<file path="src/rtl/core/sequential_list_engine_core_defines.svh">
// assertion macros for the list engine
`ifndef SEQUENTIAL_LIST_ENGINE_CORE_DEFINES_SVH
`define SEQUENTIAL_LIST_ENGINE_CORE_DEFINES_SVH

// same-cycle implication
`define SLE_ASSERT_IMP(label, clk, rst_n, ante, cons, msg) \
    label: assert property (@(posedge clk) disable iff (!rst_n) (ante) |-> (cons)) \
        else $error(msg);

// next-cycle implication
`define SLE_ASSERT_NEXT(label, clk, rst_n, ante, cons, msg) \
    label: assert property (@(posedge clk) disable iff (!rst_n) (ante) |=> (cons)) \
        else $error(msg);

`endif

</file>
<file path="src/rtl/core/sle_pkg.sv">
package sle_pkg;

    localparam int SLE_CAPACITY = 64;

    typedef enum logic [2:0] {
        CMD_PUSH_BACK  = 3'd0,
        CMD_PUSH_FRONT = 3'd1,
        CMD_POP_BACK   = 3'd2,
        CMD_POP_FRONT  = 3'd3,
        CMD_INSERT     = 3'd4,
        CMD_ERASE      = 3'd5,
        CMD_FIND       = 3'd6,
        CMD_CLEAR      = 3'd7
    } cmd_t;

    typedef enum logic [2:0] {
        ST_OK       = 3'd0,
        ST_FULL     = 3'd1,
        ST_EMPTY    = 3'd2,
        ST_BADPOS   = 3'd3,
        ST_NOTFOUND = 3'd4
    } status_t;

    typedef struct packed {
        logic [2:0]         cmd;
        logic [6:0]         position;
        logic signed [31:0] value;
    } sle_in_t;

    typedef struct packed {
        logic [2:0] status;
        logic [5:0] found_index;
        logic [6:0] count;
    } sle_out_t;

endpackage

</file>
<file path="src/rtl/core/sequential_list_engine_core.sv">
// channel   dir   ports                     transfer carries
// s_        in    s_valid s_ready s_data    one command (sle_in_t)
// m_        out   m_valid m_ready m_data    one response (sle_out_t)
//
// flow: push back, pop back, clear and rejected commands go straight to the done
// state; push front / insert shift entries up, erase / pop front shift them down,
// each entry read then written; find reads and compares entries to the first hit
// reset: aresetn low clears the count, the sequencer and the output valid
// stalls: a waiting response sits in the output register while the next command
// is taken; the sequencer holds in its done state while that register is full
module sequential_list_engine_core
    import sle_pkg::*;
#(
    parameter int CAPACITY = SLE_CAPACITY
) (
    input  logic     aclk,
    input  logic     aresetn,
    input  logic     s_valid,
    output logic     s_ready,
    input  sle_in_t  s_data,
    output logic     m_valid,
    input  logic     m_ready,
    output sle_out_t m_data
);

`include "sequential_list_engine_core_defines.svh"

    // count holds 0..CAPACITY, memory index 0..CAPACITY-1
    localparam int CNT_W  = $clog2(CAPACITY + 1);
    localparam int IDX_W  = $clog2(CAPACITY);
    localparam int CMP_W  = (CNT_W > 7) ? CNT_W : 7;
    localparam int IXO_W  = (IDX_W > 6) ? IDX_W : 6;
    localparam logic [CNT_W-1:0] CAP_CNT = CNT_W'(CAPACITY);

    typedef enum logic [7:0] {
        S_IDLE    = 8'b0000_0001,
        S_SHUP_RD = 8'b0000_0010,
        S_SHUP_WR = 8'b0000_0100,
        S_SHDN_RD = 8'b0000_1000,
        S_SHDN_WR = 8'b0001_0000,
        S_FIND_RD = 8'b0010_0000,
        S_FIND_CM = 8'b0100_0000,
        S_DONE    = 8'b1000_0000
    } state_t;

    // entry memory, single port, registered read
    logic signed [31:0] mem [CAPACITY];
    logic signed [31:0] rd_data_reg;

    logic               wr_en;
    logic [IDX_W-1:0]   wr_addr;
    logic signed [31:0] wr_data;
    logic               rd_en;
    logic [IDX_W-1:0]   rd_addr;

    state_t             state_reg,   state_next;
    logic [CNT_W-1:0]   count_reg,   count_next;
    logic               m_valid_reg, m_valid_next;
    sle_out_t           m_data_reg,  m_data_next;
    logic [CNT_W-1:0]   k_reg,       k_next;      // walking index
    logic [CNT_W-1:0]   at_reg,      at_next;     // shift-up target position
    logic signed [31:0] val_reg,     val_next;
    status_t            status_reg,  status_next;
    logic [IDX_W-1:0]   idx_reg,     idx_next;

    logic               accept;
    logic               is_full;
    logic               is_empty;
    logic [CMP_W-1:0]   pos_ext;
    logic [CMP_W-1:0]   count_ext;
    logic [CNT_W:0]     k_plus1;
    logic [IXO_W-1:0]   idx_ext;
    logic               in_find;
    logic               in_done;

    assign s_ready   = (state_reg == S_IDLE);
    assign accept    = s_valid && s_ready;
    assign is_full   = (count_reg == CNT_W'(CAPACITY));
    assign is_empty  = (count_reg == '0);
    assign pos_ext   = CMP_W'(s_data.position);
    assign count_ext = CMP_W'(count_reg);
    assign k_plus1   = {1'b0, k_reg} + 1'b1;
    assign idx_ext   = IXO_W'(idx_reg);
    assign in_find   = (state_reg == S_FIND_RD) || (state_reg == S_FIND_CM);
    assign in_done   = (state_reg == S_DONE);

    assign m_valid = m_valid_reg;
    assign m_data  = m_data_reg;

    always_comb begin
        state_next   = state_reg;
        count_next   = count_reg;
        m_valid_next = m_valid_reg && !m_ready;
        m_data_next  = m_data_reg;
        k_next       = k_reg;
        at_next      = at_reg;
        val_next     = val_reg;
        status_next  = status_reg;
        idx_next     = idx_reg;
        wr_en        = 1'b0;
        wr_addr      = k_reg[IDX_W-1:0];
        wr_data      = rd_data_reg;
        rd_en        = 1'b0;
        rd_addr      = k_reg[IDX_W-1:0];

        case (state_reg)
            S_IDLE: begin
                if (accept) begin
                    val_next    = s_data.value;
                    status_next = ST_OK;
                    idx_next    = '0;
                    state_next  = S_DONE;
                    case (cmd_t'(s_data.cmd))
                        CMD_PUSH_BACK: begin
                            if (is_full) begin
                                status_next = ST_FULL;
                            end else begin
                                wr_en      = 1'b1;
                                wr_addr    = count_reg[IDX_W-1:0];
                                wr_data    = s_data.value;
                                count_next = count_reg + 1'b1;
                            end
                        end
                        CMD_PUSH_FRONT: begin
                            if (is_full) begin
                                status_next = ST_FULL;
                            end else begin
                                at_next    = '0;
                                k_next     = count_reg;
                                state_next = S_SHUP_RD;
                            end
                        end
                        CMD_POP_BACK: begin
                            if (is_empty) begin
                                status_next = ST_EMPTY;
                            end else begin
                                count_next = count_reg - 1'b1;
                            end
                        end
                        CMD_POP_FRONT: begin
                            if (is_empty) begin
                                status_next = ST_EMPTY;
                            end else begin
                                k_next     = '0;
                                state_next = S_SHDN_RD;
                            end
                        end
                        CMD_INSERT: begin
                            if (pos_ext > count_ext) begin
                                status_next = ST_BADPOS;
                            end else if (is_full) begin
                                status_next = ST_FULL;
                            end else begin
                                at_next    = CNT_W'(pos_ext);
                                k_next     = count_reg;
                                state_next = S_SHUP_RD;
                            end
                        end
                        CMD_ERASE: begin
                            if (is_empty) begin
                                status_next = ST_EMPTY;
                            end else if (pos_ext >= count_ext) begin
                                status_next = ST_BADPOS;
                            end else begin
                                k_next     = CNT_W'(pos_ext);
                                state_next = S_SHDN_RD;
                            end
                        end
                        CMD_FIND: begin
                            status_next = ST_NOTFOUND;
                            k_next      = '0;
                            state_next  = S_FIND_RD;
                        end
                        CMD_CLEAR: begin
                            count_next = '0;
                        end
                        default: begin
                            count_next = '0;
                        end
                    endcase
                end
            end
            // move entries up from the top down to the target, then drop the value in
            S_SHUP_RD: begin
                if (k_reg == at_reg) begin
                    wr_en      = 1'b1;
                    wr_addr    = at_reg[IDX_W-1:0];
                    wr_data    = val_reg;
                    count_next = count_reg + 1'b1;
                    state_next = S_DONE;
                end else begin
                    rd_en      = 1'b1;
                    rd_addr    = IDX_W'(k_reg - 1'b1);
                    state_next = S_SHUP_WR;
                end
            end
            S_SHUP_WR: begin
                wr_en      = 1'b1;
                wr_addr    = k_reg[IDX_W-1:0];
                wr_data    = rd_data_reg;
                k_next     = k_reg - 1'b1;
                state_next = S_SHUP_RD;
            end
            // move entries down onto the erased slot
            S_SHDN_RD: begin
                if (k_plus1 >= {1'b0, count_reg}) begin
                    count_next = count_reg - 1'b1;
                    state_next = S_DONE;
                end else begin
                    rd_en      = 1'b1;
                    rd_addr    = k_plus1[IDX_W-1:0];
                    state_next = S_SHDN_WR;
                end
            end
            S_SHDN_WR: begin
                wr_en      = 1'b1;
                wr_addr    = k_reg[IDX_W-1:0];
                wr_data    = rd_data_reg;
                k_next     = k_plus1[CNT_W-1:0];
                state_next = S_SHDN_RD;
            end
            // linear scan, lowest index wins
            S_FIND_RD: begin
                if (k_reg >= count_reg) begin
                    state_next = S_DONE;
                end else begin
                    rd_en      = 1'b1;
                    rd_addr    = k_reg[IDX_W-1:0];
                    state_next = S_FIND_CM;
                end
            end
            S_FIND_CM: begin
                if (rd_data_reg == val_reg) begin
                    status_next = ST_OK;
                    idx_next    = k_reg[IDX_W-1:0];
                    state_next  = S_DONE;
                end else begin
                    k_next     = k_plus1[CNT_W-1:0];
                    state_next = S_FIND_RD;
                end
            end
            // hand the response to the output register once it is free
            S_DONE: begin
                if (!m_valid_reg || m_ready) begin
                    m_valid_next            = 1'b1;
                    m_data_next.status      = status_reg;
                    m_data_next.found_index = idx_ext[5:0];
                    m_data_next.count       = count_ext[6:0];
                    state_next              = S_IDLE;
                end
            end
            default: begin
                state_next = S_IDLE;
            end
        endcase
    end

    always_ff @(posedge aclk) begin
        if (!aresetn) begin
            state_reg   <= S_IDLE;
            count_reg   <= '0;
            m_valid_reg <= 1'b0;
        end else begin
            state_reg   <= state_next;
            count_reg   <= count_next;
            m_valid_reg <= m_valid_next;
        end
    end

    always_ff @(posedge aclk) begin
        m_data_reg <= m_data_next;
        k_reg      <= k_next;
        at_reg     <= at_next;
        val_reg    <= val_next;
        status_reg <= status_next;
        idx_reg    <= idx_next;
    end

    always_ff @(posedge aclk) begin
        if (wr_en) begin
            mem[wr_addr] <= wr_data;
        end
    end

    always_ff @(posedge aclk) begin
        if (rd_en) begin
            rd_data_reg <= mem[rd_addr];
        end
    end

    // a command transfer always leaves the idle state
    `SLE_ASSERT_NEXT(a_accept_busy, aclk, aresetn, accept, !s_ready, "ready after accept")
    // count stays within capacity
    `SLE_ASSERT_IMP(a_count_cap, aclk, aresetn, 1'b1, count_reg <= CAP_CNT, "count over capacity")
    // the scan never modifies the list
    `SLE_ASSERT_IMP(a_find_ro, aclk, aresetn, in_find, !wr_en, "write during find")
    // a new response only comes out of the done state
    `SLE_ASSERT_IMP(a_resp_src, aclk, aresetn, $rose(m_valid), $past(in_done), "stray response")

endmodule
</file>
<file path="config.mk">
export PLATFORM = sky130hd
export DESIGN_NAME = sequential_list_engine_core
export DESIGN_NICKNAME = d
export VERILOG_FILES = /design/src/rtl/core/sle_pkg.sv /design/src/rtl/core/sequential_list_engine_core.sv
export VERILOG_INCLUDE_DIRS = /design/src /design/src/rtl/core
export SDC_FILE = /design/constraint.sdc
export NUM_CORES = 2
export LEC_CHECK = 0
export ABC_AREA = 1
export BUFFER_PORTS_ARGS = -buffer_cell sky130_fd_sc_hd__buf_4
export CAP_MARGIN = 20
export CORE_ASPECT_RATIO = 1.4
export CORE_MARGIN = 1
export CORE_UTILIZATION = 50
export CTS_CLUSTER_DIAMETER = 120
export CTS_CLUSTER_SIZE = 40
export DETAILED_ROUTE_END_ITERATION = 8
export MAX_ROUTING_LAYER = met4
export PLACE_DENSITY = 0.67
export SYNTH_ARGS = -nofsm -noshare
export SYNTH_HDL_FRONTEND = slang
export SYNTH_SLANG_ARGS = --single-unit
</file>
<file path="constraint.sdc">
create_clock -name aclk -period 5 [get_ports aclk]
set_input_delay 0.25 -clock aclk [delete_from_list [all_inputs] [get_ports aclk]]
set_output_delay 0.25 -clock aclk [all_outputs]
set_load 0.02 [all_outputs]
</file>
# Yosys cells after proc, flatten, opt, wreduce, memory -nomap -nowiden
# Memory sizes are Yosys's and may differ from the RTL's. A register that Yosys moved wholly into a read port is not among the register bits.
# Index checks and enable logic that the tools add are counted.
# W data, S select, Z words.
# op_classes
n_addsub,4
n_lt_le_gt_ge,4
reduce_logical,21
n_eq_ne,35
n_mux,71
# op_table
operator,n
$mux W32,4
$mux W7,15
$mux W8,11
$pmux W32 S2,1
$pmux W8 S8,1
$mux W6,8
$pmux W7 S3,2
$pmux W8 S5,1
$pmux W6 S2,3
$pmux W7 S5,1
$eq A32 B32 Y1,1
$pmux W7 S4,1
$ne A3 B3 Y1 const B,6
$pmux W3 S5,1
$ge A7 B7 Y1,2
$pmux W7 S2,1
$sub A7 B1 Y7 const B,2
$eq A3 B3 Y1 const B,4
$mux W1,12
$ne A2 B2 Y1 const B,6
$mux W3,3
$add A7 B1 Y8 const B,1
$eq A8 B1 Y1 const B,1
$eq A8 B2 Y1 const B,1
33 further kinds,46
# totals
in_bits,46
ff_bits,87
mem_count,1
mem_bits_rw,2048
# memory_table
memory,depth,width,rd,rd_clocked_by_memory_dff,wr,line_no,source
mem,64,32,1,1,1,sequential_list_engine_core.sv:47,logic signed [31:0] mem [CAPACITY];

# Logic depth before layout (Yosys ltp)
# depth
depth_word,7
ltp_mapped,25

# Worst setup path after synthesis
# Ideal clock, no wire load.
# synth_timing
path_type,reg2reg
start,register state_reg[6]
end,"memory mem[39][0], enable pin"
slack_ns,-0.179
synth_period_minus_slack_ns,5.179
path_stages_with_launch,14
path_buffers,0
t_required_ns,4.539
arrival_time_ns,4.717
setup_ns,0.461
path_cell_list,dfxtp_1 -> inv_2 -> nand2_1 -> nor2_4 -> nand4_4 -> nor2_4 -> nand2_1 -> nor2_4 -> o21ai_4 -> nand2_1 -> o221ai_1 -> inv_1 -> nand3_1 -> nor3_1
# synth_between
elab_chain_len,6
word_cells_on_any_way,12
classes_between,4 x eq/ne; 6 x mux; 2 x reduce/logical
# synth_rtl
element,line_no,source
from (decl),sequential_list_engine_core.sv:56,"state_t state_reg, state_next;"
from (signal assigned),sequential_list_engine_core.sv:264,state_reg <= state_next;
$eq A8 B1 Y1,"sequential_list_engine_core.sv:76, sequential_list_engine_core.sv:106",
$logic_and A1 B1 Y1,sequential_list_engine_core.sv:77,assign accept = s_valid && s_ready;
$mux W1,sequential_list_engine_core.sv:108,if (accept) begin
$pmux W1 S3,sequential_list_engine_core.sv:106,case (state_reg)
$mux W1,sequential_list_engine_core.sv:280,if (wr_en) begin
$mux W1 (not written as such),sequential_list_engine_core.sv:281,mem[wr_addr] <= wr_data;
to (decl),sequential_list_engine_core.sv:47,
# Parallel ways exist; a longest one is shown, timed or not.

# Worst setup path after layout
# layout_timing
start,register k_reg[0]
end,register rd_data_reg[5] (read register of mem) (data pin)
# layout_between
elab_chain_len,4
word_cells_on_any_way,12
classes_between,2 x add/sub; 2 x order compare; 1 x eq/ne; 7 x mux
# layout_rtl
element,line_no,source
from (decl),sequential_list_engine_core.sv:60,"logic [CNT_W-1:0] k_reg, k_next;"
from (signal assigned),sequential_list_engine_core.sv:272,k_reg <= k_next;
$add A7 B1 Y8,sequential_list_engine_core.sv:82,"assign k_plus1 = {1'b0, k_reg} + 1'b1;"
$ge A8 B7 Y1,sequential_list_engine_core.sv:206,"if (k_plus1 >= {1'b0, count_reg}) begin"
$mux W1 / $mux W6 (equally long branches),sequential_list_engine_core.sv:206,
$pmux W1 S3 / $pmux W6 S2 (equally long branches),sequential_list_engine_core.sv:106,
to (decl),sequential_list_engine_core.sv:48,logic signed [31:0] rd_data_reg;
# Parallel ways exist; a longest one is shown, timed or not.
# A chain may end at the register's enable or synchronous reset.

==> flow_metrics.tcl <==
set metrics [dict create \
    powerDensity_mw_per_mm2 380 \
    grt_use_total_pct 30.8 \
    route.detailed.drc 0 \
    grt_first_pass_wirelength_mm 427 \
    dp_slack_ns -0.197 \
    nNetsFinal 8755 \
    setup_ws_ns 0.127 \
    cts_root_buffer "clkbuf_16" \
    arrival_ns 5.42 \
    postSynthNetCount 8772 \
    slew_headroom_pct 26.2 \
    hold_slack_ns 0.231 \
    io_buffers 63 \
    antenna_found_initial 14 \
    worst_pin_slew_ns 1.11 \
    power_mw 39.7 \
    cts-buffers-inserted 60 \
    worstPathCellList "ha_1 -> nand2_1 -> nor2_1 -> nand2_1 -> xor2_1 -> ha_1 -> and3_1 -> nand2_1 -> nand3_4 -> nand3_4 -> nand2_8 -> buf_12 -> buf_12 -> buf_12 -> buf_4 -> nand2_1 -> nand3_1 -> nand3_1 -> nand3_1 -> nand3_1 -> nand3_1 -> nand2_1" \
    startpoint "k_reg[0]$_DFFE_PP_" \
    reg2reg_from "k_reg[0]$_DFFE_PP_" \
    finalCritPeriodShare_pct 97.5 \
    yosysWarnings 0 \
    worst_ir_drop_vdd_mv 0.308 \
    synthCells 8701 \
    largest_reg_flops 2048 \
    grt_max_degree 100 \
    avgSynthCellArea_um2 11.1 \
    drt_wl_total_mm 296 \
    critPathMaxFanout 37 \
    fin_skew_ns 0.0447 \
    overflow 0 \
    die_w_um 373 \
    antenna_left 0 \
    slowest_delay_ns 0.53 \
    vias 66900 \
    drive_above_1_share_pct 7.34 \
    critPathCaptureType "flip-flop" \
    min_path_cells 2 \
    cts_tree "done" \
    syn_area_mm2 0.0964 \
    fillers 15800 \
    yosysSeqAreaShare_pct 67.4 \
    area_delta_synth_final_pct 8.45 \
    total_leakage_power_nw 40.0 \
    rows 190 \
    synth_edf_count 2151 \
    synth_cell_types 51 \
    grt_pass1_vias 62800 \
    io_pins 64 \
    start_util_pct 50.4 \
    maxSlewViolCount 0 \
    dieArea_mm2 0.194 \
    tns_ns 0 \
    place_congestion 0.949 \
    min_path_type "input pin to flip-flop" \
    worstPathRequired_ns 5.54 \
    clock_path_buffers 3 \
    cts-htree-levels 2 \
    ys_ff_latch 2167 \
    worstSetupPathType "flip-flop to flip-flop" \
    clkTransAtPathRegs_ns 0.16 \
    hpwl_mm 174 \
    coreArea_mm2 0.191 \
    numClockSinks 2167 \
    vias_per_cell 5.97 \
    start_kind "flip-flop" \
    rr_worst_depth 22 \
    drt_iter0_drc 9320 \
    synthFlopType "edfxtp_1" \
    firstDrtPassIters 6 \
    hold_violations 0 \
    fmax_ghz 0.205 \
    outcome "completed" \
    setup_violations 0 \
    max_cap_viol_count 0 \
    hold_path.startpoint "s_data[7]" \
    async_flop_share_pct 0 \
    clkLatencyLatePin_ns 0.80 \
    wl_per_cell_um 26.4 \
    cp_slowest_cell "edfxtp_1" \
    min_period_ns 4.87 \
    die_h_um 521 \
]
routing by layer:
layer | vias to the layer above | GRT usage, % | share of wire [%]
li1 | 29600 | - | -
met1 | 33000 | 39.0 | 37
met2 | 3670 | 49.4 | 47
met3 | 675 | 3.55 | 9.4
met4 | 0 | 15.7 | 6.1
met5 | - | - | 0
worst paths after layout:
| kind | slack (ns) | to |
|---|---|---|
| min reg2reg | 0.44 | m_data[10]$_DFFE_PP_ |
| min | 0.23 | val_reg[7]$_DFFE_PP_ |
| max reg2reg | 0.13 | rd_data_reg[5]$_DFFE_PP_ |
| max | 0.13 | rd_data_reg[5]$_DFFE_PP_ |
Yosys cell counts (2+ instances only):
library cell  count  area share [%]
a31oi_1           3           0.019
buf_2           373             1.9
inv_2            16           0.062
clkbuf_1        113            0.44
clkinv_1          4           0.016
nor2_4            4           0.047
a21oi_1          16           0.083
nor2_2            4           0.026
nor3_1           15           0.078
dfxtp_1          16            0.33
nand3_4           2           0.036
or2_2             7           0.045
xnor2_1          30            0.27
ha_1             25            0.32
a211oi_1          2           0.016
nand4_1          15           0.097
nand2_1        1559             6.1
o221ai_1          2           0.018
inv_1          1228             4.8
a21boi_0          2           0.016
nand3b_1        769             6.0
o21ai_0          24            0.12
nor2_1          115            0.45
and3_1            2           0.013
nor4_1            4           0.026
o22ai_1          11           0.071
buf_1            46            0.18
nand3_1        2080              11
o211ai_1          9           0.070
buf_4            17            0.13
a41oi_1           2           0.018
nand2_4           3           0.035
xor2_1           15            0.14
edfxtp_1       2151              67
power by group:
group          switching, mW  leakage, nW  internal (mW)
registers             0.0837         19.6           21.1
clock network           5.15        0.800           2.29
logic                   8.12         19.6           2.96
layout make-up:
cell class | count | area, um^2 | area share [%]
repair buffers | 471 | 5230 | 5.00
flip-flops and latches | 2167 | 64900 | 62.1
diodes | 9 | 22.5 | 0.0216
well taps | 2496 | 3120 | 2.99
clock inverters | 3 | 52.6 | 0.0503
multi-input cells | 4735 | 24800 | 23.8
inverters | 1249 | 4720 | 4.52
clock buffers | 73 | 1590 | 1.52
through the flow:
step	instance area, um^2	utilization, %	cells
after detailed placement	102000	53.4	11100
after global routing	104000	54.6	11200
final	104000	54.6	11200
after global placement	102000	53.4	11100
after CTS	104000	54.6	11200
after floorplan	96400	-	8701
timing repair:
action / CTS / global route
gates cloned: 0 / 0
setup endpoints to repair: 2 / 11
endpoints found under the hold margin: 57 / 0
hold buffers: 46 / 0
pin swaps: 0 / 1
resized for setup: 3 / 4
setup buffers: 0 / 6
cells in the final DEF, fill, tap and decap left out, types with 3 or more instances in the layout:
cell and instances:
a21oi_1 16, a31oi_1 3, buf_12 126, buf_4 299, clkbuf_1 11, clkbuf_16 62
clkinv_1 4, dfxtp_1 16, diode_2 9, dlygate4sd3_1 46, edfxtp_1 2151, ha_1 25
inv_1 1226, inv_2 14, inv_8 3, nand2_1 1559, nand2_8 3, nand3_1 2044
nand3_2 36, nand3b_1 769, nand4_1 15, nor2_1 53, nor2_2 5, nor2_4 65
nor3_1 12, nor3_2 3, nor4_1 4, o211ai_1 9, o21ai_0 24, o22ai_1 11
or2_2 7, xnor2_1 30, xor2_1 15
kinds of logic after synthesis:
kind of cell	Yosys count	share of synthesized area, %
AO/OA/AOI/OAI	82	0.557
XOR/XNOR	45	0.409
adder cells (fa/ha/maj)	25	0.325
buffers and inverters	1799	7.57
flip-flops	2167	67.4
multiplexers	1	0.0117
AND/OR/NAND/NOR	4582	23.8
worst max-delay path: cells and delay by family, from the launching register on:
kind / cells / cell delay [ns]
and+or+nand+nor: 15 / 2.51
buffers and inverters: 4 / 0.81
DFF: 1 / 0.53
adders and majority gates: 2 / 0.53
xor gates and xnor gates: 1 / 0.17
No activity file was read; power rests on OpenSTA's default activity.
